## config.mk

```make
export PLATFORM = sky130hd
export DESIGN_NAME = modular_exponentiation
export DESIGN_NICKNAME = d
export VERILOG_FILES = /design/src/rtl/mexp_pkg.sv /design/src/rtl/modular_exponentiation.sv /design/src/rtl/mexp_dp.sv /design/src/rtl/mexp_ctrl.sv
export SDC_FILE = /design/constraint.sdc
export NUM_CORES = 1
export LEC_CHECK = 0
export BUFFER_PORTS_ARGS = -buffer_cell sky130_fd_sc_hd__buf_2
export CORE_MARGIN = 1.5
export CORE_UTILIZATION = 40
export CTS_CLUSTER_SIZE = 12
export DETAILED_ROUTE_END_ITERATION = 10
export PLACE_DENSITY = 0.65
export SLEW_MARGIN = 25
export SYNTH_ARGS = -nofsm -noshare
export SYNTH_HDL_FRONTEND = slang
export SYNTH_HIERARCHICAL = 1
export SYNTH_SLANG_ARGS = --single-unit
```

## constraint.sdc

```tcl
create_clock -name clk_i -period 10 [get_ports clk_i]
set_input_delay 1 -clock clk_i [delete_from_list [all_inputs] [get_ports clk_i]]
set_output_delay 1 -clock clk_i [all_outputs]
set_load 0.02 [all_outputs]
```

## src/rtl/mexp_pkg.sv

```systemverilog
// Shared types for the modular exponentiation block.
// Command and status records between the controller and the datapath.
// No dependencies.
package mexp_pkg;

  localparam int unsigned FieldW = 32;

  // Operand routing for one serial modular multiplication
  typedef enum logic [1:0] {
    OP_REDUCE = 2'd0,  // base * 1 mod m, result into base
    OP_SQUARE = 2'd1,  // acc * acc mod m, result into acc
    OP_MULT   = 2'd2   // acc * base mod m, result into acc
  } mul_op_e;

  typedef struct packed {
    logic    load;      // capture a new request
    logic    start;     // launch a multiplication
    mul_op_e op;
    logic    next_bit;  // step to the next lower exponent bit
    logic    emit;      // move the result into the output register
  } mexp_cmd_t;

  typedef struct packed {
    logic exp_zero;
    logic mod_zero;
    logic cur_bit;
    logic last_bit;
    logic mul_done;
  } mexp_sts_t;

endpackage

```

## src/rtl/modular_exponentiation.sv

```systemverilog
// Top level of the modular exponentiation block.
// Instantiates mexp_ctrl and mexp_dp; uses mexp_pkg.
//
// Computes base ** exponent mod modulus by left-to-right square-and-multiply
// over the low OPERAND_BITS bits of each operand. A zero exponent gives 1
// (unreduced, also for modulus 1); a zero modulus with a nonzero exponent
// gives 0. One request is in work at a time. Each modular multiplication is
// bit-serial. A request costs one base reduction plus, per exponent bit, one
// square and one more multiplication when the bit is set. The result sits in
// an output register, and input ready rises together with output valid, so a
// new request is taken while the result waits.
module modular_exponentiation import mexp_pkg::*; #(
  parameter int unsigned OPERAND_BITS = 32
) (
  input  logic              clk_i,
  input  logic              rst_ni,
  input  logic              in_valid_i,
  output logic              in_ready_o,
  input  logic [FieldW-1:0] base_i,
  input  logic [FieldW-1:0] exponent_i,
  input  logic [FieldW-1:0] modulus_i,
  output logic              out_valid_o,
  input  logic              out_ready_i,
  output logic [FieldW-1:0] power_mod_o
);

  mexp_cmd_t                 cmd;
  mexp_sts_t                 sts;
  logic [OPERAND_BITS-1:0]   result;
  logic                      out_free;
  logic                      out_valid_q;
  logic [FieldW-1:0]         power_mod_q;

  assign out_free = !out_valid_q || out_ready_i;

  mexp_ctrl u_ctrl (
    .clk_i      (clk_i),
    .rst_ni     (rst_ni),
    .in_valid_i (in_valid_i),
    .in_ready_o (in_ready_o),
    .out_free_i (out_free),
    .sts_i      (sts),
    .cmd_o      (cmd)
  );

  mexp_dp #(
    .OPERAND_BITS (OPERAND_BITS)
  ) u_dp (
    .clk_i      (clk_i),
    .rst_ni     (rst_ni),
    .cmd_i      (cmd),
    .base_i     (base_i),
    .exponent_i (exponent_i),
    .modulus_i  (modulus_i),
    .sts_o      (sts),
    .result_o   (result)
  );

  always_ff @(posedge clk_i or negedge rst_ni) begin
    if (!rst_ni) begin
      out_valid_q <= 1'b0;
    end else if (cmd.emit) begin
      out_valid_q <= 1'b1;
    end else if (out_ready_i) begin
      out_valid_q <= 1'b0;
    end
  end

  always_ff @(posedge clk_i) begin
    if (cmd.emit) begin
      power_mod_q <= FieldW'(result);
    end
  end

  assign out_valid_o = out_valid_q;
  assign power_mod_o = power_mod_q;

  // a request is only loaded when it is actually accepted
  a_load_on_accept: assert property (@(posedge clk_i) disable iff (!rst_ni)
    cmd.load == (in_valid_i && in_ready_o))
    else $error("load does not match input handshake");

  // one request at a time
  a_busy_after_accept: assert property (@(posedge clk_i) disable iff (!rst_ni)
    (in_valid_i && in_ready_o) |=> !in_ready_o)
    else $error("request taken while one is in work");

  // multiplier never finishes while idle
  a_done_busy: assert property (@(posedge clk_i) disable iff (!rst_ni)
    sts.mul_done |-> !in_ready_o)
    else $error("multiplier done outside a request");

  // zero exponent yields one
  a_exp_zero: assert property (@(posedge clk_i) disable iff (!rst_ni)
    (cmd.emit && sts.exp_zero) |=> (out_valid_o && power_mod_o == FieldW'(1)))
    else $error("zero exponent did not give one");

endmodule

```

## src/rtl/mexp_dp.sv

```systemverilog
// Datapath: operand registers, exponent bit pointer and a bit-serial
// interleaved modular multiplier (one multiplier bit per cycle).
// Depends on mexp_pkg.
module mexp_dp import mexp_pkg::*; #(
  parameter int unsigned OPERAND_BITS = 32
) (
  input  logic                    clk_i,
  input  logic                    rst_ni,
  input  mexp_cmd_t               cmd_i,
  input  logic [FieldW-1:0]       base_i,
  input  logic [FieldW-1:0]       exponent_i,
  input  logic [FieldW-1:0]       modulus_i,
  output mexp_sts_t               sts_o,
  output logic [OPERAND_BITS-1:0] result_o
);

  localparam int unsigned W  = OPERAND_BITS;
  localparam int unsigned CW = $clog2(W);

  logic [W-1:0]  base_q, exp_q, mod_q, acc_q;
  logic [W-1:0]  r_q, r_d, x_q, y_q;
  logic [CW-1:0] cnt_q, bit_idx_q;
  logic          busy_q, done_q;
  mul_op_e       dest_q;

  logic [W:0] mod_ext, dbl, dbl_red, sum, sum_red;

  // r = 2r mod m, then r = (r + bit*y) mod m; y never exceeds m
  always_comb begin
    mod_ext = {1'b0, mod_q};
    dbl     = {r_q, 1'b0};
    dbl_red = (dbl >= mod_ext) ? dbl - mod_ext : dbl;
    sum     = {1'b0, dbl_red[W-1:0]} + (x_q[W-1] ? {1'b0, y_q} : '0);
    sum_red = (sum >= mod_ext) ? sum - mod_ext : sum;
    r_d     = sum_red[W-1:0];
  end

  always_ff @(posedge clk_i or negedge rst_ni) begin
    if (!rst_ni) begin
      busy_q    <= 1'b0;
      done_q    <= 1'b0;
      cnt_q     <= '0;
      bit_idx_q <= '0;
      dest_q    <= OP_REDUCE;
    end else begin
      done_q <= 1'b0;
      if (cmd_i.load) begin
        bit_idx_q <= CW'(W - 1);
      end else if (cmd_i.next_bit) begin
        bit_idx_q <= bit_idx_q - CW'(1);
      end
      if (cmd_i.start) begin
        busy_q <= 1'b1;
        cnt_q  <= CW'(W - 1);
        dest_q <= cmd_i.op;
      end else if (busy_q) begin
        cnt_q <= cnt_q - CW'(1);
        if (cnt_q == '0) begin
          busy_q <= 1'b0;
          done_q <= 1'b1;
        end
      end
    end
  end

  always_ff @(posedge clk_i) begin
    if (cmd_i.load) begin
      base_q <= base_i[W-1:0];
      exp_q  <= exponent_i[W-1:0];
      mod_q  <= modulus_i[W-1:0];
      acc_q  <= W'(1);
    end
    if (cmd_i.start) begin
      r_q <= '0;
      case (cmd_i.op)
        OP_REDUCE: begin
          x_q <= base_q;
          y_q <= W'(1);
        end
        OP_SQUARE: begin
          x_q <= acc_q;
          y_q <= acc_q;
        end
        OP_MULT: begin
          x_q <= acc_q;
          y_q <= base_q;
        end
        default: begin
          x_q <= acc_q;
          y_q <= acc_q;
        end
      endcase
    end else if (busy_q) begin
      r_q <= r_d;
      x_q <= {x_q[W-2:0], 1'b0};
      if (cnt_q == '0) begin
        if (dest_q == OP_REDUCE) begin
          base_q <= r_d;
        end else begin
          acc_q <= r_d;
        end
      end
    end
  end

  always_comb begin
    sts_o.exp_zero = (exp_q == '0);
    sts_o.mod_zero = (mod_q == '0);
    sts_o.cur_bit  = exp_q[bit_idx_q];
    sts_o.last_bit = (bit_idx_q == '0);
    sts_o.mul_done = done_q;
    if (sts_o.exp_zero) begin
      result_o = W'(1);
    end else if (sts_o.mod_zero) begin
      result_o = '0;
    end else begin
      result_o = acc_q;
    end
  end

endmodule

```

## src/rtl/mexp_ctrl.sv

```systemverilog
// Controller: sequences base reduction, then square and conditional
// multiply for each exponent bit, MSB first. Depends on mexp_pkg.
module mexp_ctrl import mexp_pkg::*; (
  input  logic      clk_i,
  input  logic      rst_ni,
  input  logic      in_valid_i,
  output logic      in_ready_o,
  input  logic      out_free_i,
  input  mexp_sts_t sts_i,
  output mexp_cmd_t cmd_o
);

  typedef enum logic [2:0] {
    S_IDLE, S_START, S_REDUCE, S_SQUARE, S_MULT, S_OUT
  } state_e;

  state_e state_q, state_d;
  logic   ready_q;

  always_comb begin
    state_d = state_q;
    cmd_o   = '{load: 1'b0, start: 1'b0, op: OP_SQUARE, next_bit: 1'b0, emit: 1'b0};
    case (state_q)
      S_IDLE: begin
        if (in_valid_i) begin
          cmd_o.load = 1'b1;
          state_d    = S_START;
        end
      end
      S_START: begin
        if (sts_i.exp_zero || sts_i.mod_zero) begin
          state_d = S_OUT;
        end else begin
          cmd_o.start = 1'b1;
          cmd_o.op    = OP_REDUCE;
          state_d     = S_REDUCE;
        end
      end
      S_REDUCE: begin
        if (sts_i.mul_done) begin
          cmd_o.start = 1'b1;
          cmd_o.op    = OP_SQUARE;
          state_d     = S_SQUARE;
        end
      end
      S_SQUARE: begin
        if (sts_i.mul_done) begin
          if (sts_i.cur_bit) begin
            cmd_o.start = 1'b1;
            cmd_o.op    = OP_MULT;
            state_d     = S_MULT;
          end else if (sts_i.last_bit) begin
            state_d = S_OUT;
          end else begin
            cmd_o.next_bit = 1'b1;
            cmd_o.start    = 1'b1;
            cmd_o.op       = OP_SQUARE;
          end
        end
      end
      S_MULT: begin
        if (sts_i.mul_done) begin
          if (sts_i.last_bit) begin
            state_d = S_OUT;
          end else begin
            cmd_o.next_bit = 1'b1;
            cmd_o.start    = 1'b1;
            cmd_o.op       = OP_SQUARE;
            state_d        = S_SQUARE;
          end
        end
      end
      S_OUT: begin
        if (out_free_i) begin
          cmd_o.emit = 1'b1;
          state_d    = S_IDLE;
        end
      end
      default: state_d = S_IDLE;
    endcase
    // ready is registered, so only take the request when the state agrees
    if (!ready_q) begin
      cmd_o.load = 1'b0;
      if (state_q == S_IDLE) begin
        state_d = S_IDLE;
      end
    end
  end

  always_ff @(posedge clk_i or negedge rst_ni) begin
    if (!rst_ni) begin
      state_q <= S_IDLE;
      ready_q <= 1'b0;
    end else begin
      state_q <= state_d;
      ready_q <= (state_d == S_IDLE);
    end
  end

  assign in_ready_o = ready_q;

endmodule
```

==> qor.yml <==
global_routing:
  grt_max_degree: 88
  track_usage_pct: 22.6
  grt-ovfl-total: 0
  first_global_vias: 14000
  grt_use_met2_pct: 41.0
  grt_busiest_layer: "met2"
  use_met1_pct: 25.8
  met3_usage_pct: 2.89
  grt_pass1_wl_um: 78500
  antenna_found_initial: 2
critical_path:
  worstSetupPathType: "flip-flop to flip-flop"
  regToRegStartpoint: "u_dp/mod_q[1]"
  crit_slowest_cell: "or3_1"
  r2r_cells: 28
  crit_required_ns: 10.49
  crit_fanout: 37
  critPathCapture: "u_dp/r_q[31]"
  ff2ff_setup_slack_ns: 1.09
  cpPeakStageDelay_ns: 0.51
  crit_path_start: "u_dp/mod_q[1]"
  critPathCaptureType: "flip-flop"
  reg2reg_to: "u_dp/r_q[31]"
  worstPathArrival_ns: 9.40
  cpMostUsedCell: "ha_1"
  start_kind: "flip-flop"
clock_network:
  cts_num_sinks: 275
  cts_max_path_buffers: 3
  clk_latency_ns: 0.59
  post_cts_resized: 0
  cts_buffers: 31
  path_clk_slew_ns: 0.06
  clock-root-buffer: "clkbuf_16"
  tritoncts: "done"
  htree_levels: 1
  post_cts_buffers: 0
  cts_hold_buf: 0
placed_design:
  dpl.hpwl_um: 38700
  place_congestion: 0.964
  io_buffers: 133
yosys:
  synth.area.mux_share_pct: 5.37
  synth.yosys.seq_area_share_pct: 41.4
  synth_area_leaders: "edfxtp_1 (28%), dfxtp_1 (11%), ha_1 (7.2%)"
  synth_fp_nets: 2053
  async_flop_share_pct: 6.91
  synth-simple-area-share_pct: 17.9
  synth_fa_ha_area_share_pct: 7.54
  synth_edf_count: 160
  ys_seq_elements: 275
  ys_types: 87
  syn_area_um2: 17400
  synth_top_area_share_pct: 27.6
  yosysWarnings: 6
  synth_top_family_by_area: "compound AO/OA/AOI/OAI gates"
  avgSynthCellArea_um2: 9.40
  synth_flop_cell: "edfxtp_1"
  synth_compound_area_share_pct: 19.6
  postSynthCellCount: 1850
  synth_xor_area_share_pct: 3.83
  yosys.area.top_type: "edfxtp_1"
floorplan:
  die-area_um2: 44700
  core-area_um2: 43000
  fp.dieH_um: 212
  io_pins: 134
  start_util_pct: 40.5
  die_x_um: 212
  row_count: 76
routing:
  drtIter0Drc: 954
  antenna_left: 0
  first_pass_iters: 5
  route.detailed.drc: 0
  routed_wl_um: 51200
  wl_per_cell_um: 20.2
  via_per_inst: 5.64
  via_count: 14300
hold_path:
  hold_class: "input port to asynchronous set/reset pin"
power:
  p_leak_uw: 0.00800
  p_per_area_nw_per_um2: 118
  vdd_ir_drop_max_mv: 0.144
final_layout:
  layout.nets: 2131
  finalCoreUtilization_pct: 45.3
  area_growth_pct: 11.9
  mostFrequentLayoutCell: "edfxtp_1"
  drive_gt1_share_pct: 12.2
  most-common-layout-cells: "edfxtp_1 (160), a21oi_1 (157), nand2_1 (150)"
timing:
  drv_slew: 0
  fin_crit_ns: 8.91
  whs_ns: 0.358
  fin_crit_sh_pct: 89.1
  clock_skew_ns: 0.0198
  finalSetupViolations: 0
  max_slew_margin_pct: 41.0
  hold_viol: 0
  fmax_ghz: 0.112
  tightestPinTransition_ns: 0.885
  rsz0062_at_grt: "false"
  tns_ns: 0
outcome:
  status: "finished, final reports clean"
flow_run:
  max-cap-violations: 0
[how the worst min path moves through the flow]
stage / startpoint / slack, ns / cells after the start / to
floorplan: u_dp/acc_q[0] / 0.47 / 2 / u_dp/acc_q[0]
global placement: u_dp/cnt_q[4] / 0.52 / 2 / u_dp/cnt_q[4]
detailed placement: u_dp/acc_q[0] / 0.52 / 2 / u_dp/acc_q[0]
CTS: rst_ni / 0.35 / 1 / u_dp/cnt_q[4]
global route: rst_ni / 0.38 / 1 / u_dp/busy_q
finish: rst_ni / 0.36 / 1 / u_dp/busy_q
[synthesized netlist by cell type, drive strengths merged, types with 47 or more instances]
cell type and count:
nand2 150, dfxtp 96, clkbuf 81, xnor2 47, a21oi 158, o21ai 147, ha 100, mux2i 64
and2 71, nor2 124, inv 70, a211oi 73, edfxtp 160
[metrics by stage]
stage / total power (uW) / cell area, um2 / setup slack, ns / cells
detailed placement: 1240 / 18500 / 1.22 / 2480
CTS: 2330 / 19500 / 1.17 / 2538
global placement: 1240 / 18500 / 1.41 / 2480
finish: 2300 / 19500 / 1.09 / 2539
global route: 2370 / 19500 / 0.574 / 2539
floorplan: 1210 / 17400 / 1.50 / 1850
[layout make-up]
cell class / count / area (um2)
fillers: 4211 / 23500
multi-input cells: 1401 / 9510
flip-flops and latches: 275 / 7200
clock buffers: 43 / 852
repair buffers: 149 / 790
well taps: 585 / 732
inverters: 70 / 263
clock inverters: 15 / 109
diodes: 1 / 2.50
[per-layer routing]
layer	up-vias	part of all wire [%]	routed length, um
li1	6993	-	-
met1	6796	40	20300
met4	2	6.1	3130
met5	-	0.025	13
met2	399	50	25500
met3	129	4.3	2220
[worst max-delay path, delay by kind of cell, from the launching register on]
family                   cells  cell delay, ns
AO/OA/AOI/OAI               14            4.14
AND/OR/NAND/NOR              7            1.99
adder cells (fa/ha/maj)      3            1.09
buffers and inverters        2            0.54
multiplexers                 1            0.43
flip-flops                   1            0.40
XOR/XNOR                     1            0.18
[flip-flops by register name (all words and copies together) (netlist names)]
name / flops
power_mod_o: 32
u_ctrl/in_ready_o: 1
u_dp/dest_q: 2
u_dp/done_q: 1
out_valid_o: 1
u_dp/x_q: 32
u_dp/exp_q: 32
u_dp/r_q: 32
u_dp/y_q: 32
u_dp/acc_q: 32
u_dp/cnt_q: 5
u_ctrl/state_q: 3
u_dp/bit_idx_q: 5
u_dp/base_q: 32
u_dp/busy_q: 1
u_dp/mod_q: 32
[cell families after synthesis]
| logic type | after synthesis |
|---|---|
| compound gates | 543 |
| xor+xnor | 76 |
| fa+ha+maj | 103 |
| buf+inv | 174 |
| flops | 275 |
| mux | 80 |
| simple gates | 599 |
[where the power goes]
| group | switching (uW) | internal [uW] |
|---|---|---|
| logic | 9.29 | 13.7 |
| clock network | 471 | 619 |
| registers | 0 | 1190 |
| total | 480 | 1820 |
Note: power is estimated with default switching activity, not from simulation.
